`config.mk`:
```
export PLATFORM = sky130hd
export DESIGN_NAME = acpu16_ctrl
export DESIGN_NICKNAME = d
export VERILOG_FILES = /design/src/design/acpu16_pkg.sv /design/src/design/acpu16_ctrl.sv
export SDC_FILE = /design/constraint.sdc
export NUM_CORES = 1
export LEC_CHECK = 0
export ABC_AREA = 1
export BUFFER_PORTS_ARGS = -buffer_cell sky130_fd_sc_hd__clkbuf_2
export CAP_MARGIN = 15
export CELL_PAD_IN_SITES_DETAIL_PLACEMENT = 0
export CELL_PAD_IN_SITES_GLOBAL_PLACEMENT = 1
export CORE_UTILIZATION = 24
export CTS_CLUSTER_DIAMETER = 100
export DETAILED_ROUTE_END_ITERATION = 10
export PLACE_DENSITY_LB_ADDON = 0.1
export SLEW_MARGIN = 40
export SYNTH_ARGS = -nofsm -noshare
export SYNTH_HDL_FRONTEND = slang
export SYNTH_SLANG_ARGS = --single-unit
```
`constraint.sdc`:
```
create_clock -name aclk -period 1.2 [get_ports aclk]
set_input_delay 0.24 -clock aclk [delete_from_list [all_inputs] [get_ports aclk]]
set_output_delay 0.24 -clock aclk [all_outputs]
set_load 0.05 [all_outputs]
```
`src/design/acpu16_pkg.sv`:
```
// ----------------------------------------------------------------------------
// acpu16_pkg
// shared constants, codes and controller/datapath interface types
// ----------------------------------------------------------------------------
package acpu16_pkg;

    localparam int MEM_WORDS = 2048;
    localparam int ADDR_W    = (MEM_WORDS > 1) ? $clog2(MEM_WORDS) : 1;
    localparam int PC_W      = 13;
    localparam int WORD_W    = 16;
    localparam int OPND_W    = 12;
    localparam int SIZE_W    = 12;
    localparam int IN_ADDR_W = 11;

    localparam logic [PC_W-1:0]   LIM_MAX      = PC_W'(MEM_WORDS);
    localparam logic [SIZE_W-1:0] MEM_SIZE_RST = SIZE_W'(128);

    // item kinds
    localparam logic [1:0] K_LOAD  = 2'd0;
    localparam logic [1:0] K_START = 2'd1;
    localparam logic [1:0] K_EXEC  = 2'd2;
    localparam logic [1:0] K_READ  = 2'd3;

    // run status
    localparam logic [1:0] ST_OK      = 2'd0;
    localparam logic [1:0] ST_HALTED  = 2'd1;
    localparam logic [1:0] ST_OPERR   = 2'd2;
    localparam logic [1:0] ST_ADDRERR = 2'd3;

    // instruction opcodes
    localparam logic [3:0] OP_LDI  = 4'd0;
    localparam logic [3:0] OP_LD   = 4'd1;
    localparam logic [3:0] OP_LDX  = 4'd2;
    localparam logic [3:0] OP_ST   = 4'd3;
    localparam logic [3:0] OP_STX  = 4'd4;
    localparam logic [3:0] OP_ADD  = 4'd5;
    localparam logic [3:0] OP_SUB  = 4'd6;
    localparam logic [3:0] OP_JMP  = 4'd7;
    localparam logic [3:0] OP_JN   = 4'd8;
    localparam logic [3:0] OP_JZ   = 4'd9;
    localparam logic [3:0] OP_JIND = 4'd10;
    localparam logic [3:0] OP_CALL = 4'd11;
    localparam logic [3:0] OP_HALT = 4'd12;

    // memory address select
    localparam logic [1:0] AS_IN = 2'd0;
    localparam logic [1:0] AS_PC = 2'd1;
    localparam logic [1:0] AS_RD = 2'd2;

    // memory write data select
    localparam logic [1:0] WS_IN  = 2'd0;
    localparam logic [1:0] WS_ACC = 2'd1;
    localparam logic [1:0] WS_PC  = 2'd2;

    // accumulator update
    localparam logic [2:0] ACC_HOLD = 3'd0;
    localparam logic [2:0] ACC_CLR  = 3'd1;
    localparam logic [2:0] ACC_IMM  = 3'd2;
    localparam logic [2:0] ACC_MEM  = 3'd3;
    localparam logic [2:0] ACC_ADD  = 3'd4;
    localparam logic [2:0] ACC_SUB  = 3'd5;

    // program counter update
    localparam logic [2:0] PC_HOLD = 3'd0;
    localparam logic [2:0] PC_CLR  = 3'd1;
    localparam logic [2:0] PC_INC  = 3'd2;
    localparam logic [2:0] PC_OPND = 3'd3;
    localparam logic [2:0] PC_CALL = 3'd4;
    localparam logic [2:0] PC_EFF  = 3'd5;

    typedef struct packed {
        logic       in_load;
        logic       mem_rd;
        logic       mem_wr;
        logic [1:0] addr_sel;
        logic [1:0] wd_sel;
        logic       instr_load;
        logic [2:0] acc_op;
        logic [2:0] pc_op;
        logic       st_we;
        logic [1:0] st_val;
        logic       rd_load;
        logic       fault_set;
        logic       out_load;
    } cmd_t;

    typedef struct packed {
        logic [1:0] kind;
        logic       run_ok;
        logic       in_addr_ok;
        logic       pc_ok;
        logic [3:0] fetch_op;
        logic       fetch_opnd_ok;
        logic [3:0] instr_op;
        logic       eff_ok;
        logic       acc_neg;
        logic       acc_zero;
    } stat_t;

endpackage

```
`src/design/acpu16_ctrl.sv`:
```
// ----------------------------------------------------------------------------
// acpu16_ctrl
// controller: item sequencing, instruction decode and output handshake
// ----------------------------------------------------------------------------
module acpu16_ctrl (
    input  logic                   aclk,
    input  logic                   aresetn,
    input  logic                   s_tvalid,
    output logic                   s_tready,
    output logic                   m_tvalid,
    input  logic                   m_tready,
    input  acpu16_pkg::stat_t      stat,
    output acpu16_pkg::cmd_t       cmd
);

    localparam logic [2:0] S_IDLE   = 3'd0;
    localparam logic [2:0] S_DISP   = 3'd1;
    localparam logic [2:0] S_RDWAIT = 3'd2;
    localparam logic [2:0] S_FETCH  = 3'd3;
    localparam logic [2:0] S_OPER   = 3'd4;
    localparam logic [2:0] S_IND    = 3'd5;
    localparam logic [2:0] S_DONE   = 3'd6;

    logic [2:0] state_reg, state_next;
    logic       m_tvalid_reg, m_tvalid_next;

    assign s_tready = (state_reg == S_IDLE);
    assign m_tvalid = m_tvalid_reg;

    always_comb begin
        cmd        = '0;
        state_next = state_reg;
        case (state_reg)
            S_IDLE: begin
                if (s_tvalid) begin
                    cmd.in_load = 1'b1;
                    state_next  = S_DISP;
                end
            end
            S_DISP: begin
                state_next = S_DONE;
                case (stat.kind)
                    acpu16_pkg::K_LOAD: begin
                        if (stat.in_addr_ok) begin
                            cmd.mem_wr   = 1'b1;
                            cmd.addr_sel = acpu16_pkg::AS_IN;
                            cmd.wd_sel   = acpu16_pkg::WS_IN;
                        end else begin
                            cmd.fault_set = 1'b1;
                        end
                    end
                    acpu16_pkg::K_START: begin
                        cmd.pc_op  = acpu16_pkg::PC_CLR;
                        cmd.acc_op = acpu16_pkg::ACC_CLR;
                        cmd.st_we  = 1'b1;
                        cmd.st_val = acpu16_pkg::ST_OK;
                    end
                    acpu16_pkg::K_EXEC: begin
                        if (stat.run_ok) begin
                            if (stat.pc_ok) begin
                                cmd.mem_rd   = 1'b1;
                                cmd.addr_sel = acpu16_pkg::AS_PC;
                                state_next   = S_FETCH;
                            end else begin
                                cmd.st_we  = 1'b1;
                                cmd.st_val = acpu16_pkg::ST_ADDRERR;
                            end
                        end
                    end
                    default: begin
                        if (stat.in_addr_ok) begin
                            cmd.mem_rd   = 1'b1;
                            cmd.addr_sel = acpu16_pkg::AS_IN;
                            state_next   = S_RDWAIT;
                        end else begin
                            cmd.fault_set = 1'b1;
                        end
                    end
                endcase
            end
            S_RDWAIT: begin
                cmd.rd_load = 1'b1;
                state_next  = S_DONE;
            end
            S_FETCH: begin
                cmd.instr_load = 1'b1;
                cmd.pc_op      = acpu16_pkg::PC_INC;
                state_next     = S_DONE;
                case (stat.fetch_op)
                    acpu16_pkg::OP_HALT: begin
                        cmd.pc_op  = acpu16_pkg::PC_HOLD;
                        cmd.st_we  = 1'b1;
                        cmd.st_val = acpu16_pkg::ST_HALTED;
                    end
                    acpu16_pkg::OP_LDI: begin
                        cmd.acc_op = acpu16_pkg::ACC_IMM;
                    end
                    acpu16_pkg::OP_JMP: begin
                        cmd.pc_op = acpu16_pkg::PC_OPND;
                    end
                    acpu16_pkg::OP_JN: begin
                        if (stat.acc_neg) begin
                            cmd.pc_op = acpu16_pkg::PC_OPND;
                        end
                    end
                    acpu16_pkg::OP_JZ: begin
                        if (stat.acc_zero) begin
                            cmd.pc_op = acpu16_pkg::PC_OPND;
                        end
                    end
                    acpu16_pkg::OP_LD, acpu16_pkg::OP_LDX, acpu16_pkg::OP_ST,
                    acpu16_pkg::OP_STX, acpu16_pkg::OP_ADD, acpu16_pkg::OP_SUB,
                    acpu16_pkg::OP_JIND, acpu16_pkg::OP_CALL: begin
                        cmd.addr_sel = acpu16_pkg::AS_RD;
                        if (!stat.fetch_opnd_ok) begin
                            cmd.st_we  = 1'b1;
                            cmd.st_val = acpu16_pkg::ST_ADDRERR;
                        end else if (stat.fetch_op == acpu16_pkg::OP_ST) begin
                            cmd.mem_wr = 1'b1;
                            cmd.wd_sel = acpu16_pkg::WS_ACC;
                        end else if (stat.fetch_op == acpu16_pkg::OP_CALL) begin
                            cmd.mem_wr = 1'b1;
                            cmd.wd_sel = acpu16_pkg::WS_PC;
                            cmd.pc_op  = acpu16_pkg::PC_CALL;
                        end else begin
                            cmd.mem_rd = 1'b1;
                            state_next = S_OPER;
                        end
                    end
                    default: begin
                        cmd.st_we  = 1'b1;
                        cmd.st_val = acpu16_pkg::ST_OPERR;
                    end
                endcase
            end
            S_OPER: begin
                state_next = S_DONE;
                case (stat.instr_op)
                    acpu16_pkg::OP_LD:  cmd.acc_op = acpu16_pkg::ACC_MEM;
                    acpu16_pkg::OP_ADD: cmd.acc_op = acpu16_pkg::ACC_ADD;
                    acpu16_pkg::OP_SUB: cmd.acc_op = acpu16_pkg::ACC_SUB;
                    default: begin
                        cmd.addr_sel = acpu16_pkg::AS_RD;
                        cmd.wd_sel   = acpu16_pkg::WS_ACC;
                        if (!stat.eff_ok) begin
                            cmd.st_we  = 1'b1;
                            cmd.st_val = acpu16_pkg::ST_ADDRERR;
                        end else if (stat.instr_op == acpu16_pkg::OP_JIND) begin
                            cmd.pc_op = acpu16_pkg::PC_EFF;
                        end else if (stat.instr_op == acpu16_pkg::OP_STX) begin
                            cmd.mem_wr = 1'b1;
                        end else begin
                            cmd.mem_rd = 1'b1;
                            state_next = S_IND;
                        end
                    end
                endcase
            end
            S_IND: begin
                cmd.acc_op = acpu16_pkg::ACC_MEM;
                state_next = S_DONE;
            end
            S_DONE: begin
                if (!m_tvalid_reg || m_tready) begin
                    cmd.out_load = 1'b1;
                    state_next   = S_IDLE;
                end
            end
            default: begin
                state_next = S_IDLE;
            end
        endcase
    end

    always_comb begin
        if (cmd.out_load) begin
            m_tvalid_next = 1'b1;
        end else if (m_tready) begin
            m_tvalid_next = 1'b0;
        end else begin
            m_tvalid_next = m_tvalid_reg;
        end
    end

    always_ff @(posedge aclk) begin
        if (!aresetn) begin
            state_reg    <= S_IDLE;
            m_tvalid_reg <= 1'b0;
        end else begin
            state_reg    <= state_next;
            m_tvalid_reg <= m_tvalid_next;
        end
    end

endmodule

```
==> results.sh <==
export IMPL_htreeDepth=1
export IMPL_tightest_slew_ns=0.3295
export IMPL_worstRegToRegCells=7
export IMPL_net_switching_power_mw=1.583
export IMPL_synth_seq_cells=4
export IMPL_setup_ws_ns=-0.5205
export IMPL_cts_tree="built"
export IMPL_globalRoute_totalOverflow=0
export IMPL_yosys_cell_types_count=23
export IMPL_grtUsageMet1=0.2098
export IMPL_area_delta_synth_final_pct=138.9
export IMPL_cpLargestDelayFamily="buffers and inverters"
export IMPL_crit_slowest_cell="sky130_fd_sc_hd__dfxtp_2"
export IMPL_worst_setup_path_endpoint="cmd[7]"
export IMPL_finalInstanceArea_um2=1866
export IMPL_pin_count=43
export IMPL_vdd_ir_drop_worst_mv=0.8140
export IMPL_clk_insertion_delay_late_ns=0.24
export IMPL_timing_worst_setup_path_type="flop to primary output"
export IMPL_first_global_vias=1104
export IMPL_die_y_um=59.04
export IMPL_grt_pass1_wl_um=4574
export IMPL_grt_max_degree=7
export IMPL_timing_clock_skew_ns=0.002734
export IMPL_count_of_hold_fix_buffers_inserted_at_cts=0
export IMPL_dr_pass1_iters=4
export IMPL_cp_end_kind="primary output"
export IMPL_antennaDiodeCount=0
export IMPL_routed_via_count=1206
export IMPL_fp_coreArea_um2=3078
export IMPL_critical_path_cell_sequence="inv_2 -> nor3_4 -> inv_4 -> buf_6 -> a31oi_4 -> buf_12"
export IMPL_switching_share=0.5238
export IMPL_drt_wirelength_per_cell_um=10.05
export IMPL_drc=0
export IMPL_max_cap_violations=0
export IMPL_reg2reg_from="state_reg[0]"
export IMPL_grt_setup_unrepaired="true"
export IMPL_routed_wirelength_um=2774
export IMPL_ctsLongestPathBuffers=2
export IMPL_relative_slew_margins=0.7787
export IMPL_port_buffers=42
export IMPL_grt_antenna_before_repair=0
export IMPL_total_leakage_power_nw=0.9964
export IMPL_worst_setup_path_start_kind="flop"
export IMPL_vias_per_cell=4.370
export IMPL_worst_path_max_fanout=6
export IMPL_hold_path_class="input pin to flop"
export IMPL_detail_route_iter0_violations=18
export IMPL_die_w_um=59.04
export IMPL_critical_path_max_stage_delay_ns=0.33
export IMPL_ff2ff_setup_slack_ns=-0.11
export IMPL_path_buf_inv=4
export IMPL_cts_root_buf="sky130_fd_sc_hd__clkbuf_4"
export IMPL_setup_worst_path_start="state_reg[0]"
export IMPL_largest_register_ff_count=3
export IMPL_violated_checks="negative setup slack"
export IMPL_arrival_ns=1.48
export IMPL_global_route_usage_met2=0.3101
export IMPL_synthesis_instances=151
export IMPL_met3_usage=0.01310
export IMPL_power_per_cell_area_nw_per_um2=1620
export IMPL_run_status="complete, but fails checks"
export IMPL_timing_final_setup_violations=24
export IMPL_floorplan_initialDensity=0.2537
export IMPL_finalCriticalPeriod_ns=1.721
export IMPL_fmaxAchievable_mhz=581.2
export IMPL_placement_setup_worst_slack_ns=-0.4330
export IMPL_fin_total_pwr_mw=3.022
export IMPL_timing_hold_violations_final=0
export IMPL_worst_setup_hold_path_clk_slew_ns=0.04
export IMPL_fraction_of_the_yosys_area_taken_by_sequential_cells=0.1026
export IMPL_post_layout_nonfiller_instances=276
export IMPL_global_route_peak_usage_layer="met2"
export IMPL_timing_critical_path_depth=6
export IMPL_power_frac_comb=0.852
export IMPL_detailed_place_area_um2=1558
export IMPL_yosysTopAreaCellShare=0.2115
export IMPL_cts_inserted_buffers=3
export IMPL_syn_num_nets=176
export IMPL_groute_usage_overall=0.1667
export IMPL_clock_sinks=4
export IMPL_gp_congestion=0.7880
export IMPL_clkPwrFrac=0.057
export IMPL_design_die_area_um2=3485
export IMPL_finalSetupTns_ns=-8.733
export IMPL_ys_warn_count=0
export IMPL_final_common_cell="sky130_fd_sc_hd__nand2_1"
export IMPL_netlist_top_cell_by_area="sky130_fd_sc_hd__nand2_1"
export IMPL_fin_worst_hold_slack_ns=0.2574
export IMPL_row_count=20
export IMPL_ant_nets=0
export IMPL_maxSlewViolCount=0
export IMPL_drive_gt1_frac=0.5474
export IMPL_post_synth_main_area_contributors="sky130_fd_sc_hd__nand2_1 (21%), sky130_fd_sc_hd__nand3_1 (13%), sky130_fd_sc_hd__inv_1 (13%)"
export IMPL_layout_nets=259
export IMPL_power_report_internal_total_mw=1.439
export IMPL_power_sequential_fraction=0.091
export IMPL_syn_mean_instance_area_um2=5.171
export IMPL_fin_util=0.6061
export IMPL_layout_common_cells="sky130_fd_sc_hd__nand2_1 (39), sky130_fd_sc_hd__buf_4 (30), sky130_fd_sc_hd__inv_1 (23)"
export IMPL_fin_crit_sh=1.434
export IMPL_placed_cells=266
export IMPL_cp_required_ns=0.96
export IMPL_dp_final_hpwl_um=2283
export IMPL_worstReg2RegEnd="state_reg[0]"
export IMPL_synthesized_cell_area_um2=780.7
## power by group through the flow
| stage | Clock [mW] | Sequential [mW] | Combinational [mW] |
|---|---|---|---|
| floorplan | 0 | 0.250 | 1.27 |
| global placement | 0 | 0.238 | 2.04 |
| detailed placement | 0 | 0.244 | 2.06 |
| CTS | 0.174 | 0.269 | 2.44 |
| global route | 0.176 | 0.285 | 2.74 |
| finish | 0.171 | 0.275 | 2.58 |
## logic make-up (layout without fill, tap and decap cells)
family | after synthesis | in the layout | share of synthesized area
simple gates | 95 | 95 | 0.5321
buf+inv | 31 | 112 | 0.1538
compound gates | 17 | 17 | 0.1474
fa+ha+maj | 4 | 4 | 0.06411
flops | 4 | 4 | 0.1026
## cell type report
type                       count  area [um^2]
clock buffer                   3        22.52
sequential                     4        90.09
tap                           44        55.05
inverter                      30        120.1
multi-input combinational    116        795.8
fill                         296         1212
timing repair buffer          79        782.0
## Yosys cell counts
cell type and n:
sky130_fd_sc_hd__a21oi_1 2, sky130_fd_sc_hd__nand2_1 44, sky130_fd_sc_hd__o21ai_1 1, sky130_fd_sc_hd__or2_4 1, sky130_fd_sc_hd__nor3_1 6, sky130_fd_sc_hd__o311ai_0 1, sky130_fd_sc_hd__dfxtp_1 4, sky130_fd_sc_hd__nor3_4 1
sky130_fd_sc_hd__o211ai_1 1, sky130_fd_sc_hd__nand2_2 1, sky130_fd_sc_hd__o21ai_0 6, sky130_fd_sc_hd__inv_1 26, sky130_fd_sc_hd__inv_2 4, sky130_fd_sc_hd__o2111ai_1 1, sky130_fd_sc_hd__a21boi_1 1, sky130_fd_sc_hd__nand4_1 2
sky130_fd_sc_hd__ha_1 4, sky130_fd_sc_hd__nor2_1 19, sky130_fd_sc_hd__buf_4 1, sky130_fd_sc_hd__a21oi_2 1, sky130_fd_sc_hd__nand3_1 21, sky130_fd_sc_hd__a31oi_1 2, sky130_fd_sc_hd__o311ai_2 1
## what timing repair did
| item | 4_1_cts | 5_1_grt |
|---|---|---|
| pin swaps | 9 | 5 |
| endpoints found under the hold margin | 0 | 0 |
| endpoints found under the setup margin | 24 | 24 |
| resized for setup | 44 | 21 |
| setup buffers | 3 | 4 |
## layer usage
metal  wire length, um  vias up
met5                 0        -
met4                23        0
met3               113        2
met2              1403       30
met1              1234      529
li1                  -      645
## worst min-delay path by stage
stage	startpoint	cells past startpoint	endpoint	slack [ns]
2_1_floorplan	aresetn	2	m_tvalid	0.37
3_3_place_gp	aresetn	3	m_tvalid	0.49
3_5_place_dp	aresetn	3	m_tvalid	0.50
4_1_cts	aresetn	3	state_reg[2]	0.26
5_1_grt	aresetn	3	state_reg[2]	0.28
6_report	aresetn	3	state_reg[2]	0.26
## worst reg2reg max path: stages (launching register included)
cell and delay, ns:
sky130_fd_sc_hd__dfxtp_2 0.32, sky130_fd_sc_hd__inv_2 0.08, sky130_fd_sc_hd__buf_6 0.11, sky130_fd_sc_hd__buf_4 0.10, sky130_fd_sc_hd__nand3_1 0.16, sky130_fd_sc_hd__o21ai_2 0.20, sky130_fd_sc_hd__nor3_2 0.07, sky130_fd_sc_hd__a21boi_2 0.15
No activity file was read; power rests on OpenSTA's default activity.
